## config.mk

```make
export PLATFORM = sky130hd
export DESIGN_NAME = accept_charset_header_parser
export DESIGN_NICKNAME = d
export VERILOG_FILES = /design/src/rtl/acp_pkg.sv /design/src/rtl/acp_step.sv /design/src/rtl/accept_charset_header_parser.sv
export SDC_FILE = /design/constraint.sdc
export NUM_CORES = 1
export LEC_CHECK = 0
export ABC_CLOCK_PERIOD_IN_PS = 6600
export BUFFER_PORTS_ARGS = -buffer_cell sky130_fd_sc_hd__buf_2
export CAP_MARGIN = 40
export CORE_MARGIN = 3
export CORE_UTILIZATION = 50
export DETAILED_ROUTE_END_ITERATION = 16
export PLACE_DENSITY = 0.69
export SETUP_SLACK_MARGIN = 0.3
export SLEW_MARGIN = 25
export SYNTH_ARGS = -nofsm -noshare
export SYNTH_HDL_FRONTEND = slang
export SYNTH_HIERARCHICAL = 1
export SYNTH_SLANG_ARGS = --single-unit
```

## constraint.sdc

```tcl
create_clock -name i_clk -period 6.6 [get_ports i_clk]
set_input_delay 0.99 -clock i_clk [delete_from_list [all_inputs] [get_ports i_clk]]
set_output_delay 0.99 -clock i_clk [all_outputs]
set_load 0.03 [all_outputs]
```

## src/rtl/acp_pkg.sv

```systemverilog
// ----------------------------------------------------------------------------
// acp_pkg
// Shared types, character codes and helpers for the Accept-Charset parser.
// ----------------------------------------------------------------------------
`default_nettype none

package acp_pkg;

    // Character codes
    localparam logic [7:0] CH_NUL   = 8'h00;
    localparam logic [7:0] CH_SPACE = 8'h20;
    localparam logic [7:0] CH_TAB   = 8'h09;
    localparam logic [7:0] CH_STAR  = 8'h2A;
    localparam logic [7:0] CH_COMMA = 8'h2C;
    localparam logic [7:0] CH_POINT = 8'h2E;
    localparam logic [7:0] CH_EQUAL = 8'h3D;
    localparam logic [7:0] CH_SEMI  = 8'h3B;
    localparam logic [7:0] CH_Q     = 8'h71;
    localparam logic [7:0] CH_ZERO  = 8'h30;
    localparam logic [7:0] CH_ONE   = 8'h31;
    localparam logic [7:0] CH_NINE  = 8'h39;
    localparam logic [7:0] VIS_LOW  = 8'h21;
    localparam logic [7:0] VIS_HIGH = 8'h7E;

    // Quality limits
    localparam logic [1:0] FRAC_MAX  = 2'd3;
    localparam logic [9:0] QUAL_FULL = 10'd1000;

    // Output word layout
    localparam int unsigned TDATA_OUT_W = 32;
    localparam int unsigned TUSER_OUT_W = 3;

    // Parser phase, one-hot
    typedef enum logic [13:0] {
        PH_START     = 14'b00_0000_0000_0001,
        PH_NAME      = 14'b00_0000_0000_0010,
        PH_OWS1      = 14'b00_0000_0000_0100,
        PH_SEMI      = 14'b00_0000_0000_1000,
        PH_OWS2      = 14'b00_0000_0001_0000,
        PH_Q         = 14'b00_0000_0010_0000,
        PH_EQ        = 14'b00_0000_0100_0000,
        PH_ONE_INT   = 14'b00_0000_1000_0000,
        PH_ONE_FRAC  = 14'b00_0001_0000_0000,
        PH_ZERO_INT  = 14'b00_0010_0000_0000,
        PH_ZERO_FRAC = 14'b00_0100_0000_0000,
        PH_AFTER     = 14'b00_1000_0000_0000,
        PH_HALT      = 14'b01_0000_0000_0000,
        PH_DONE      = 14'b10_0000_0000_0000
    } t_phase;

    // Per-entry parser state (name count kept apart, its width is a parameter)
    typedef struct packed {
        t_phase     phase;
        logic [1:0] frac_cnt;
        logic [9:0] qacc;
        logic       first_ast;
        logic       q_one;
    } t_state;

    localparam t_state STATE_RESET = '{
        phase:     PH_START,
        frac_cnt:  2'd0,
        qacc:      10'd0,
        first_ast: 1'b0,
        q_one:     1'b1
    };

    // One result word
    typedef struct packed {
        logic       name_byte_valid;
        logic [7:0] name_byte;
        logic       entry_done;
        logic [6:0] name_length;
        logic [9:0] quality_thousandths;
        logic       wildcard_res;
        logic       header_done;
        logic       syntax_error;
    } t_result;

    function automatic logic is_space(input logic [7:0] c);
        return (c == CH_SPACE) || (c == CH_TAB);
    endfunction

    function automatic logic is_digit(input logic [7:0] c);
        return (c >= CH_ZERO) && (c <= CH_NINE);
    endfunction

    function automatic logic is_name_char(input logic [7:0] c);
        return (c >= VIS_LOW) && (c <= VIS_HIGH) && (c != CH_SEMI);
    endfunction

endpackage

`default_nettype wire

```

## src/rtl/acp_step.sv

```systemverilog
// ----------------------------------------------------------------------------
// acp_step
// Next-state and result logic of the parser for one header byte.
// ----------------------------------------------------------------------------
`default_nettype none

module acp_step #(
    parameter int unsigned MAX_NAME_LEN = 64,
    parameter int unsigned CNT_W        = $clog2(MAX_NAME_LEN + 1)
) (
    input  wire logic [7:0]       i_byte,
    input  wire logic             i_first,
    input  wire acp_pkg::t_state  i_state,
    input  wire logic [CNT_W-1:0] i_cnt,
    output acp_pkg::t_state       o_state,
    output logic      [CNT_W-1:0] o_cnt,
    output acp_pkg::t_result      o_res
);
    import acp_pkg::*;

    t_state           w_st;
    logic [CNT_W-1:0] w_cnt;
    t_state           n_st;
    logic [CNT_W-1:0] n_cnt;
    t_result          res;
    logic             do_name;
    logic             try_close;
    logic             err;
    logic             start_entry;
    logic             frac_ok;
    logic [3:0]       digit;
    logic [9:0]       addend;
    logic [CNT_W+6:0] len_ext;

    assign digit   = i_byte[3:0];
    assign len_ext = {7'd0, w_cnt};

    always_comb begin
        // Restart on first byte, then clear the entry where a new one opens
        w_st  = i_first ? STATE_RESET : i_state;
        w_cnt = i_first ? '0 : i_cnt;
        start_entry = (w_st.phase == PH_START) ||
                      ((w_st.phase == PH_AFTER) && !is_space(i_byte) &&
                       (i_byte != CH_COMMA) && (i_byte != CH_NUL));
        if (start_entry) begin
            w_st.frac_cnt  = 2'd0;
            w_st.qacc      = 10'd0;
            w_st.first_ast = 1'b0;
            w_st.q_one     = 1'b1;
            w_cnt          = '0;
        end

        n_st      = w_st;
        n_cnt     = w_cnt;
        res       = '0;
        do_name   = 1'b0;
        try_close = 1'b0;
        err       = 1'b0;
        frac_ok   = 1'b0;
        addend    = 10'd0;

        case (w_st.phase)
            PH_START: begin
                if (is_name_char(i_byte)) begin
                    do_name = 1'b1;
                end else begin
                    err = 1'b1;
                end
            end
            PH_NAME: begin
                do_name = 1'b1;
            end
            PH_OWS1: begin
                if (i_byte == CH_SEMI) begin
                    n_st.phase = PH_SEMI;
                end else if (!is_space(i_byte)) begin
                    err = 1'b1;
                end
            end
            PH_SEMI, PH_OWS2: begin
                if (is_space(i_byte)) begin
                    n_st.phase = PH_OWS2;
                end else if (i_byte == CH_Q) begin
                    n_st.phase = PH_Q;
                end else begin
                    err = 1'b1;
                end
            end
            PH_Q: begin
                if (i_byte == CH_EQUAL) begin
                    n_st.phase = PH_EQ;
                end else begin
                    err = 1'b1;
                end
            end
            PH_EQ: begin
                if (i_byte == CH_ONE) begin
                    n_st.q_one = 1'b1;
                    n_st.phase = PH_ONE_INT;
                end else if (i_byte == CH_ZERO) begin
                    n_st.q_one = 1'b0;
                    n_st.qacc  = 10'd0;
                    n_st.phase = PH_ZERO_INT;
                end else begin
                    err = 1'b1;
                end
            end
            PH_ONE_INT, PH_ZERO_INT: begin
                if (i_byte == CH_POINT) begin
                    n_st.frac_cnt = 2'd0;
                    n_st.phase    = (w_st.phase == PH_ONE_INT) ? PH_ONE_FRAC
                                                               : PH_ZERO_FRAC;
                end else begin
                    try_close = 1'b1;
                end
            end
            PH_ONE_FRAC, PH_ZERO_FRAC: begin
                frac_ok = (w_st.phase == PH_ONE_FRAC) ? (i_byte == CH_ZERO)
                                                      : is_digit(i_byte);
                if (frac_ok) begin
                    if (w_st.frac_cnt == FRAC_MAX) begin
                        err = 1'b1;
                    end else begin
                        // Weight the digit by its place after the point
                        case (w_st.frac_cnt)
                            2'd0:    addend = {6'd0, digit} * 10'd100;
                            2'd1:    addend = {6'd0, digit} * 10'd10;
                            default: addend = {6'd0, digit};
                        endcase
                        n_st.qacc     = w_st.qacc + addend;
                        n_st.frac_cnt = w_st.frac_cnt + 2'd1;
                    end
                end else begin
                    try_close = 1'b1;
                end
            end
            PH_AFTER: begin
                if (i_byte == CH_NUL) begin
                    res.header_done = 1'b1;
                    n_st.phase      = PH_DONE;
                end else if (!is_space(i_byte) && (i_byte != CH_COMMA)) begin
                    if (is_name_char(i_byte)) begin
                        do_name = 1'b1;
                    end else begin
                        err = 1'b1;
                    end
                end
            end
            default: begin
                // Halted or finished: hold until the next first byte
            end
        endcase

        // Name byte: close, separator, or store
        if (do_name) begin
            if ((i_byte == CH_COMMA) || (i_byte == CH_NUL)) begin
                try_close = 1'b1;
            end else if (i_byte == CH_SEMI) begin
                n_st.phase = PH_SEMI;
            end else if (is_space(i_byte)) begin
                n_st.phase = PH_OWS1;
            end else if (!is_name_char(i_byte)) begin
                err = 1'b1;
            end else begin
                n_st.phase = PH_NAME;
                if (w_cnt < CNT_W'(MAX_NAME_LEN)) begin
                    if (w_cnt == '0) begin
                        n_st.first_ast = (i_byte == CH_STAR);
                    end
                    n_cnt               = w_cnt + CNT_W'(1);
                    res.name_byte_valid = 1'b1;
                    res.name_byte       = i_byte;
                end
            end
        end

        // Close the entry on comma or end of value
        if (try_close) begin
            if ((i_byte == CH_COMMA) || (i_byte == CH_NUL)) begin
                res.entry_done          = 1'b1;
                res.name_length         = len_ext[6:0];
                res.quality_thousandths = w_st.q_one ? QUAL_FULL : w_st.qacc;
                res.wildcard_res        = (w_cnt == CNT_W'(1)) && w_st.first_ast;
                if (i_byte == CH_COMMA) begin
                    n_st.frac_cnt  = 2'd0;
                    n_st.qacc      = 10'd0;
                    n_st.first_ast = 1'b0;
                    n_st.q_one     = 1'b1;
                    n_cnt          = '0;
                    n_st.phase     = PH_AFTER;
                end else begin
                    res.header_done = 1'b1;
                    n_st.phase      = PH_DONE;
                end
            end else begin
                err = 1'b1;
            end
        end

        // Drop the result and halt on a grammar violation
        if (err) begin
            res              = '0;
            res.syntax_error = 1'b1;
            n_st.phase       = PH_HALT;
        end
    end

    assign o_state = n_st;
    assign o_cnt   = n_cnt;
    assign o_res   = res;

endmodule

`default_nettype wire

```

## src/rtl/accept_charset_header_parser.sv

```systemverilog
// ----------------------------------------------------------------------------
// accept_charset_header_parser
// Byte-stream parser for Accept-Charset header values.
// ----------------------------------------------------------------------------
// One header byte enters per word and one result word leaves for it; a new
// byte is taken every clock cycle while the output is not stalled. The
// rate is set by the parser state loop, which advances once per byte through
// a single stage of logic between the input register and the result register.
// The output register lets a new byte enter while a result waits to be taken.
// A first_byte flag restarts parsing; after a syntax error or a completed
// header every byte yields an all-zero result until the next first byte.
`default_nettype none

module accept_charset_header_parser #(
    parameter int unsigned MAX_NAME_LEN = 64
) (
    input  wire logic        i_clk,
    input  wire logic        i_rst_n,
    // Input stream
    input  wire logic        i_s_tvalid,
    output logic             o_s_tready,
    input  wire logic [7:0]  i_s_tdata,   // [7:0] header_byte
    input  wire logic [0:0]  i_s_tuser,   // [0] first_byte
    // Output stream
    output logic             o_m_tvalid,
    input  wire logic        i_m_tready,
    output logic [acp_pkg::TDATA_OUT_W-1:0] o_m_tdata,
    // [7:0] name_byte, [14:8] name_length, [24:15] quality_thousandths,
    // [25] wildcard_res, [31:26] zero
    output logic [acp_pkg::TUSER_OUT_W-1:0] o_m_tuser,
    // [0] name_byte_valid, [1] entry_done, [2] syntax_error
    output logic             o_m_tlast    // header_done
);
    import acp_pkg::*;

    localparam int unsigned CNT_W = $clog2(MAX_NAME_LEN + 1);

    logic             r_in_valid;
    logic [7:0]       r_byte;
    logic             r_first;
    t_state           r_state;
    logic [CNT_W-1:0] r_cnt;
    logic             r_out_valid;
    t_result          r_res;

    t_state           n_state;
    logic [CNT_W-1:0] n_cnt;
    t_result          n_res;

    logic             s_accept;
    logic             advance;

    assign advance    = r_in_valid && (!r_out_valid || i_m_tready);
    assign o_s_tready = !r_in_valid || advance;
    assign s_accept   = i_s_tvalid && o_s_tready;

    acp_step #(
        .MAX_NAME_LEN (MAX_NAME_LEN),
        .CNT_W        (CNT_W)
    ) u_step (
        .i_byte  (r_byte),
        .i_first (r_first),
        .i_state (r_state),
        .i_cnt   (r_cnt),
        .o_state (n_state),
        .o_cnt   (n_cnt),
        .o_res   (n_res)
    );

    // Capture the input word
    always_ff @(posedge i_clk) begin
        if (!i_rst_n) begin
            r_in_valid <= 1'b0;
        end else if (s_accept) begin
            r_in_valid <= 1'b1;
        end else if (advance) begin
            r_in_valid <= 1'b0;
        end
    end

    always_ff @(posedge i_clk) begin
        if (s_accept) begin
            r_byte  <= i_s_tdata;
            r_first <= i_s_tuser[0];
        end
    end

    // Advance parser state once per byte
    always_ff @(posedge i_clk) begin
        if (!i_rst_n) begin
            r_state <= STATE_RESET;
            r_cnt   <= '0;
        end else if (advance) begin
            r_state <= n_state;
            r_cnt   <= n_cnt;
        end
    end

    // Hold the result word until taken
    always_ff @(posedge i_clk) begin
        if (!i_rst_n) begin
            r_out_valid <= 1'b0;
        end else if (advance) begin
            r_out_valid <= 1'b1;
        end else if (i_m_tready) begin
            r_out_valid <= 1'b0;
        end
    end

    always_ff @(posedge i_clk) begin
        if (advance) begin
            r_res <= n_res;
        end
    end

    assign o_m_tvalid = r_out_valid;
    assign o_m_tdata  = {6'd0, r_res.wildcard_res, r_res.quality_thousandths,
                         r_res.name_length, r_res.name_byte};
    assign o_m_tuser  = {r_res.syntax_error, r_res.entry_done, r_res.name_byte_valid};
    assign o_m_tlast  = r_res.header_done;

endmodule

`default_nettype wire
```

==> impl_metrics.json, run 1 <==
{
  "run_status": "finished, final reports clean",
  "synth-main-ff-cell": "sky130_fd_sc_hd__edfxtp_1",
  "internal_power_uw": 869,
  "crit_type": "flop to flop",
  "clkSlewWorstSetupHoldPaths_ns": 0.06,
  "layout-drive-gt1-share": 0.141,
  "worst_r2r_startpoint": "r_byte[2]",
  "peakVddDrop_uv": 132,
  "whs_path_depth": 2,
  "synth_area_um2": 5650,
  "hold_startpoint": "r_state[9]",
  "grt_antenna_before_repair": 0,
  "yosys.cell_types.count": 83,
  "clock-root-buffer": "sky130_fd_sc_hd__clkbuf_16",
  "clock_power_share": 0.415,
  "vias_per_cell": 6.11,
  "cellLeakagePower_nw": 2.46,
  "pwr_density_cell_nw_per_um2": 194,
  "worst_clock_skew_ns": 0.00780,
  "synth-adder-area-share": 0.0771,
  "start_util": 0.517,
  "critPathMaxStageDelay_ns": 0.69,
  "grt_pass1_vias": 4566,
  "cts-hold-fix-buffers": 0,
  "final_hold_viol_count": 0,
  "ant_diodes": 0,
  "worstMarginPinSlew_ns": 0.701,
  "power.net_switching_uw": 330,
  "drc": 0,
  "crit_chain": "inv_1 > ha_1 > and3_1 > o21ai_0 > nand4_2 > buf_4 > and2_1 > buf_8 > and3_1 > ha_1 > fa_1 > a21o_1 > a21oi_1 > o21bai_1 > a2111oi_0 > o31a_1 > o21ai_0 > a21oi_1 > nand2_1 > mux2i_1",
  "setup_total_negative_slack_ns": 0,
  "utilization": 0.566,
  "timing.critical_path.max_delay_family": "compound AO/OA/AOI/OAI gates",
  "grt_first_pass_wirelength_um": 24000,
  "critical_path.startpoint_type": "flop",
  "crit_slowest_cell": "sky130_fd_sc_hd__a2111oi_0",
  "swShare": 0.276,
  "clock-sinks": 76,
  "end_kind": "flop",
  "relSlewSlack": 0.521,
  "finalMaxSlewViolations": 0,
  "critPathBufInv": 3,
  "timing.max_cap.violations": 0,
  "worst_hold_path_type": "flop to flop",
  "finish.net_count": 707,
  "avgSynthCellArea_um2": 8.94,
  "synth_seq_cells": 76,
  "gpl.final_weighted_congestion": 0.935,
  "grt.total_usage": 0.237,
  "filler_cell_count": 1016,
  "area_growth_from_synthesis_to_final_layout_pct": 9.57,
  "synthSimpleGateAreaFrac": 0.273,
  "die-height_um": 112,
  "totalWireLength_um": 14700,
  "wl_per_cell_um": 18.2,
  "clock_tree.htree_level_count": 3,
  "sequentialPowerShare": 0.435,
  "setup_violations": 0,
  "timing.hold.worst_endpoint": "r_state[9]",
  "globalRouteOverflowTotal": 0,
  "tritoncts": "done",
  "io_buffers": 44,
  "synth_warnings": 6,
  "route.antenna.remaining_nets": 0,
  "regToRegSetupSlack_ns": 1.07,
  "synth-seq-area-share": 0.338,
  "floorplan.core_area_um2": 10900,
  "worst_skew_pair.late_latency_ns": 0.35,
  "cts-root-to-sink-buffers": 2,
  "r2r_end": "r_state[10]",
  "required_time_at_the_worst_slack_endpoint_ns": 6.88,
  "fin_crit_ns": 5.53,
  "r2r_cells": 20,
  "io_pins": 51,
  "synth_edf_count": 39,
  "synth_top_family_by_area": "simple AND/OR/NAND/NOR gates",
  "arrival_ns": 5.81,
  "combinationalPowerShare": 0.150,
  "worstPathMaxFanout": 19,
  "dr_total_vias": 4923,
  "placementRows": 38,
  "synth_cells": 632,
  "worst_setup_path_startpoint": "r_byte[2]",
  "post-cts-setup-buffers": 0,
  "area_fraction_in_compound_gates_after_synthesis": 0.161,
  "yosys-mux-area-fraction": 0.0622,
  "max_clock_freq_mhz": 181,
  "fp.dieArea_um2": 12600,
  "yosys.area_share.xor_xnor": 0.0264,
  "cts-resized-gates": 0,
  "dp_hpwl_um": 10700,
  "drtPass1Iterations": 5,
  "drt_iter0_drc": 536,
  "fp.dieW_um": 112,
  "cts_buffers": 9,
  "post-route-period-util": 0.838,
  "grt_start_max_net_pins": 46,
  "postSynth.asyncResetShare": 0,
  "rsz_0062_raised_after_global_routing": "no"
}
==> how the worst max path moves through the flow <==
stage / to / cells after the start / slack [ns]
after detailed placement: r_state[10] / 20 / 1.14
after global placement: r_state[11] / 20 / 1.23
after floorplan: r_state[10] / 20 / 1.99
after CTS: r_state[10] / 20 / 1.10
final: r_state[10] / 20 / 1.07
after global routing: r_state[10] / 20 / 0.62
==> registers in the layout (all words and copies together), names as in the netlist <==
name	count
o_m_tdata	26
o_m_tlast	1
o_m_tuser	3
o_m_tvalid	1
r_byte	8
r_cnt	7
r_first	1
r_in_valid	1
r_state	28
==> layout make-up <==
cell class	count	area, µm²	area share
Multi-Input combinational cell	504	3420	0.552
Sequential cell	76	1910	0.309
Timing Repair Buffer	54	327	0.0527
Clock buffer	10	229	0.0370
Tap cell	140	175	0.0283
Clock inverter	6	72.6	0.0117
Inverter	16	60.1	0.00970
==> synth_stat cells, types with 6 or more instances <==
master / instances / share of area
sky130_fd_sc_hd__nand2_1: 99 / 0.066
sky130_fd_sc_hd__edfxtp_1: 39 / 0.21
sky130_fd_sc_hd__dfxtp_1: 37 / 0.13
sky130_fd_sc_hd__nor2_1: 36 / 0.024
sky130_fd_sc_hd__mux2i_1: 34 / 0.060
sky130_fd_sc_hd__a21oi_1: 30 / 0.027
sky130_fd_sc_hd__ha_1: 30 / 0.066
sky130_fd_sc_hd__and3_1: 29 / 0.032
sky130_fd_sc_hd__nor3_1: 23 / 0.020
sky130_fd_sc_hd__nand3_1: 18 / 0.016
sky130_fd_sc_hd__clkbuf_1: 17 / 0.011
sky130_fd_sc_hd__o21ai_0: 15 / 0.013
sky130_fd_sc_hd__inv_1: 14 / 0.0093
sky130_fd_sc_hd__and2_1: 11 / 0.012
sky130_fd_sc_hd__buf_4: 11 / 0.015
sky130_fd_sc_hd__nand4_1: 9 / 0.010
sky130_fd_sc_hd__o211ai_1: 9 / 0.012
sky130_fd_sc_hd__xnor2_1: 9 / 0.014
sky130_fd_sc_hd__a32oi_1: 8 / 0.012
sky130_fd_sc_hd__o31a_1: 8 / 0.012
sky130_fd_sc_hd__or3_1: 8 / 0.0089
sky130_fd_sc_hd__xor2_1: 8 / 0.012
sky130_fd_sc_hd__a31oi_1: 7 / 0.0077
sky130_fd_sc_hd__nor2b_1: 7 / 0.0077
sky130_fd_sc_hd__nor4_1: 7 / 0.0077
sky130_fd_sc_hd__nand2b_1: 6 / 0.0066
==> placed cells by master (no fill, tap or decap), drive strengths merged, types with 8 or more instances in the layout <==
cell and n:
nor2 40, a21oi 30, xor2 8, nor4 10, inv 17, nor3 24
o31a 8, o21ai 16, o211ai 9, and2 12, a32oi 8, edfxtp 39
buf 54, xnor2 9, nand2 99, nor2b 8, or3 8, nand4 10
mux2i 34, and3 29, clkbuf 10, nand3 18, dfxtp 37, ha 30
==> metal layers <==
metal  global-route usage  routed length [µm]  share of wire  up-vias
li1                     -                   -              -     2378
met1                0.347                7110           0.48     2348
met2                0.359                6500           0.44      181
met3               0.0329                 810          0.055       16
met4               0.0841                 269          0.018        0
met5                    0                   0              0        -
==> worst min-delay path, cell delays in order (launching register included) <==
cell and delay (ns):
sky130_fd_sc_hd__dfxtp_1 0.32, sky130_fd_sc_hd__nand2_1 0.06, sky130_fd_sc_hd__mux2i_1 0.05
==> cells by family (layout without fill, tap and decap cells) <==
logic type	after synthesis	after routing
compound gates	126	126
xor+xnor	17	17
fa+ha+maj	33	33
buf+inv	57	86
flops	76	76
mux	35	35
other cells	2	7
simple gates	286	286
==> power by group through the flow <==
stage                     sequential (mW)  clock [mW]  combinational, mW
after floorplan                     0.541           0              0.128
after global placement              0.531           0              0.170
after detailed placement            0.532           0              0.175
after CTS                           0.522       0.509              0.176
after global routing                0.524       0.528              0.197
final                               0.522       0.497              0.180
==> through the flow <==
stage | instance area [µm²] | setup WS [ns] | std cells | power, mW | hold WS [ns]
global route | 6190 | 0.617 | 806 | 1.25 | 0.507
floorplan | 5670 | 1.99 | 637 | 0.669 | 0.431
CTS | 6180 | 1.10 | 805 | 1.21 | 0.472
finish | 6190 | 1.07 | 806 | 1.20 | 0.477
detailed placement | 5870 | 1.14 | 789 | 0.707 | 0.464
global placement | 5830 | 1.23 | 786 | 0.702 | 0.456
(Power assumes the default switching activity.)
==> run 2, diff against run 1 <==
Settings changed: ABC_AREA set to 1, ABC_CLOCK_PERIOD_IN_PS 6600 to 5400.
Clock period 6.6 ns to 5.4 ns, I/O delays scaled along.
==> impl_metrics.json, run 2 <==
{
  "filler_cell_count": 1075,
  "final_hold_viol_count": 0,
  "internal_power_mw": 1.19,
  "area_growth_from_synthesis_to_final_layout_pct": 10.4,
  "worst_skew_pair.late_latency_ns": 0.35,
  "worstMarginPinSlew_ns": 0.824,
  "pwr_density_cell_nw_per_um2": 269,
  "dp_hpwl_um": 11600,
  "synth-seq-area-share": 0.330,
  "sequentialPowerShare": 0.386,
  "clkSlewWorstSetupHoldPaths_ns": 0.06,
  "vias_per_cell": 5.53,
  "yosys.cell_types.count": 45,
  "hold_startpoint": "r_state[3]",
  "synthSimpleGateAreaFrac": 0.331,
  "globalRouteOverflowTotal": 0,
  "whs_path_depth": 2,
  "layout.cells.most_common": "sky130_fd_sc_hd__nand2_1",
  "cp_common_cell": "sky130_fd_sc_hd__nand2_1",
  "most-common-layout-cells": "sky130_fd_sc_hd__nand2_1 (156), sky130_fd_sc_hd__inv_1 (123), sky130_fd_sc_hd__nor2_1 (122), sky130_fd_sc_hd__nand3_1 (83), sky130_fd_sc_hd__a21oi_1 (76)",
  "placement.cell_area_um2": 6010,
  "cts_buffers": 9,
  "synth_area_um2": 5790,
  "ant_diodes": 0,
  "combinationalPowerShare": 0.217,
  "synth_top_area_share": 0.202,
  "worst_r2r_startpoint": "r_byte[3]",
  "drt_iter0_drc": 502,
  "r2r_cells": 30,
  "clock_power_share": 0.397,
  "yosys-mux-area-fraction": 0,
  "cts-root-to-sink-buffers": 2,
  "wl_per_cell_um": 15.2,
  "routed.top_layer": "met4",
  "synth_edf_count": 39,
  "largest_register_ff_count": 28,
  "layout-drive-gt1-share": 0.133,
  "utilization": 0.576,
  "dr_total_vias": 5643,
  "worst_setup_path_startpoint": "r_byte[3]",
  "max_clock_freq_mhz": 226,
  "route.antenna.remaining_nets": 0,
  "worstPathMaxFanout": 19,
  "run_status": "finished, final reports clean",
  "swShare": 0.307,
  "grt_antenna_before_repair": 0,
  "placementRows": 38,
  "worst_clock_skew_ns": 0.0109,
  "grt_pass1_vias": 5326,
  "io_pins": 51,
  "clock-root-buffer": "sky130_fd_sc_hd__clkbuf_16",
  "worst_hold_path_type": "flop to flop",
  "relSlewSlack": 0.449,
  "end_kind": "flop",
  "critical_path.startpoint_type": "flop",
  "gpl.final_weighted_congestion": 0.956,
  "timing.max_cap.violations": 0,
  "synth-adder-area-share": 0.0753,
  "fp.dieArea_um2": 12900,
  "drc": 0,
  "finalMaxSlewViolations": 0,
  "rsz_0062_raised_after_global_routing": "no",
  "cts-hold-fix-buffers": 0,
  "crit_slowest_cell": "sky130_fd_sc_hd__edfxtp_1",
  "regToRegSetupSlack_ns": 0.97,
  "power.net_switching_uw": 527,
  "synth_largest_area_cell": "sky130_fd_sc_hd__edfxtp_1",
  "grt_first_pass_wirelength_um": 26000,
  "cellLeakagePower_nw": 3.01,
  "fp.dieW_um": 114,
  "synth_area_leaders": "sky130_fd_sc_hd__edfxtp_1 (20%), sky130_fd_sc_hd__dfxtp_1 (13%), sky130_fd_sc_hd__nand2_1 (10%)",
  "post-route-period-util": 0.820,
  "synth_seq_cells": 76,
  "yosysMostFrequentCell": "sky130_fd_sc_hd__nand2_1",
  "area_fraction_in_compound_gates_after_synthesis": 0.124,
  "met2RoutedLength_um": 7400,
  "yosys.area_share.xor_xnor": 0.0121,
  "synth_top_family_by_area": "simple AND/OR/NAND/NOR gates",
  "die-height_um": 114,
  "totalWireLength_um": 15600,
  "grt.total_usage": 0.250,
  "postSynth.asyncResetShare": 0,
  "arrival_ns": 4.71,
  "peakVddDrop_uv": 203,
  "synth_warnings": 6,
  "routedLengthMet1_um": 6820,
  "critPathMaxStageDelay_ns": 0.53,
  "start_util": 0.522,
  "io_buffers": 44,
  "clock_tree.htree_level_count": 3,
  "drtPass1Iterations": 5,
  "finish.net_count": 921,
  "synth_cells": 842,
  "synth-main-ff-cell": "sky130_fd_sc_hd__edfxtp_1",
  "multi_input_comb_area_um2": 3170,
  "avgSynthCellArea_um2": 6.87,
  "largest_register_by_flop_count": "r_state",
  "clock-sinks": 76,
  "fin_crit_ns": 4.43,
  "timing.hold.worst_endpoint": "r_state[3]",
  "seqCellArea_um2": 1910,
  "grt_start_max_net_pins": 71,
  "detailroute.wirelength.met3_um": 934,
  "r2r_end": "r_state[9]",
  "crit_type": "flop to flop",
  "required_time_at_the_worst_slack_endpoint_ns": 5.69,
  "setup_violations": 0,
  "design_area_um2": 6390,
  "floorplan.core_area_um2": 11100,
  "setup_total_negative_slack_ns": 0,
  "synthTopCellsByCount": "sky130_fd_sc_hd__nand2_1 (158), sky130_fd_sc_hd__inv_1 (125), sky130_fd_sc_hd__nor2_1 (123)",
  "tritoncts": "done"
}
## run 2: how the worst max path moves through the flow
stage	to	cells past startpoint
floorplan	r_state[9]	30
global placement	r_state[9]	30
detailed placement	r_state[9]	30
CTS	r_state[9]	30
global route	r_state[9]	30
finish	r_state[9]	30
## run 2: area by class of cell
type	count	share of cell area
multi-input combinational	602	0.497
sequential	76	0.300
inverter	135	0.0805
timing repair buffer	51	0.0427
clock buffer	11	0.0398
tap	140	0.0274
clock inverter	5	0.0129
## run 2: kinds of logic after synthesis
family | count (synthesis)
adder cells (fa/ha/maj) | 33
buffers and inverters | 169
XOR/XNOR | 8
flip-flops | 76
AO/OA/AOI/OAI | 128
AND/OR/NAND/NOR | 426
other | 2
## run 2: critical path: cells and delay by family (launching register included)
| kind | cells | cell delay [ns] |
|---|---|---|
| compound gates | 6 | 0.88 |
| simple gates | 16 | 1.60 |
| fa+ha+maj | 2 | 0.60 |
| buf+inv | 5 | 0.65 |
| flops | 1 | 0.53 |
| xor+xnor | 1 | 0.12 |
## run 2: layer usage
metal  vias up  global-route usage
met5         -                   0
li1       2788                   -
met3        39              0.0451
met1      2628               0.326
met4         0              0.0978
met2       188               0.413
## run 2: stage by stage
stage	cells	hold slack, ns	worst slack, ns	power, mW
finish	1020	0.481	0.972	1.72
global route	1020	0.523	0.339	1.81
CTS	1016	0.483	0.858	1.72
detailed placement	1000	0.468	0.933	1.04
global placement	1000	0.463	1.12	1.04
floorplan	847	0.430	1.72	0.961
## run 2: timing repair
item,4_1_cts,5_1_grt
resized for setup,0,5
setup endpoints to repair,0,3
endpoints found under the hold margin,0,0
buffers inserted,0,4
## run 2: power groups by stage
stage | registers [mW] | logic, mW | clock network [mW]
floorplan | 0.680 | 0.281 | 0
global placement | 0.674 | 0.361 | 0
detailed placement | 0.675 | 0.365 | 0
CTS | 0.663 | 0.368 | 0.693
global route | 0.667 | 0.420 | 0.719
finish | 0.663 | 0.372 | 0.682
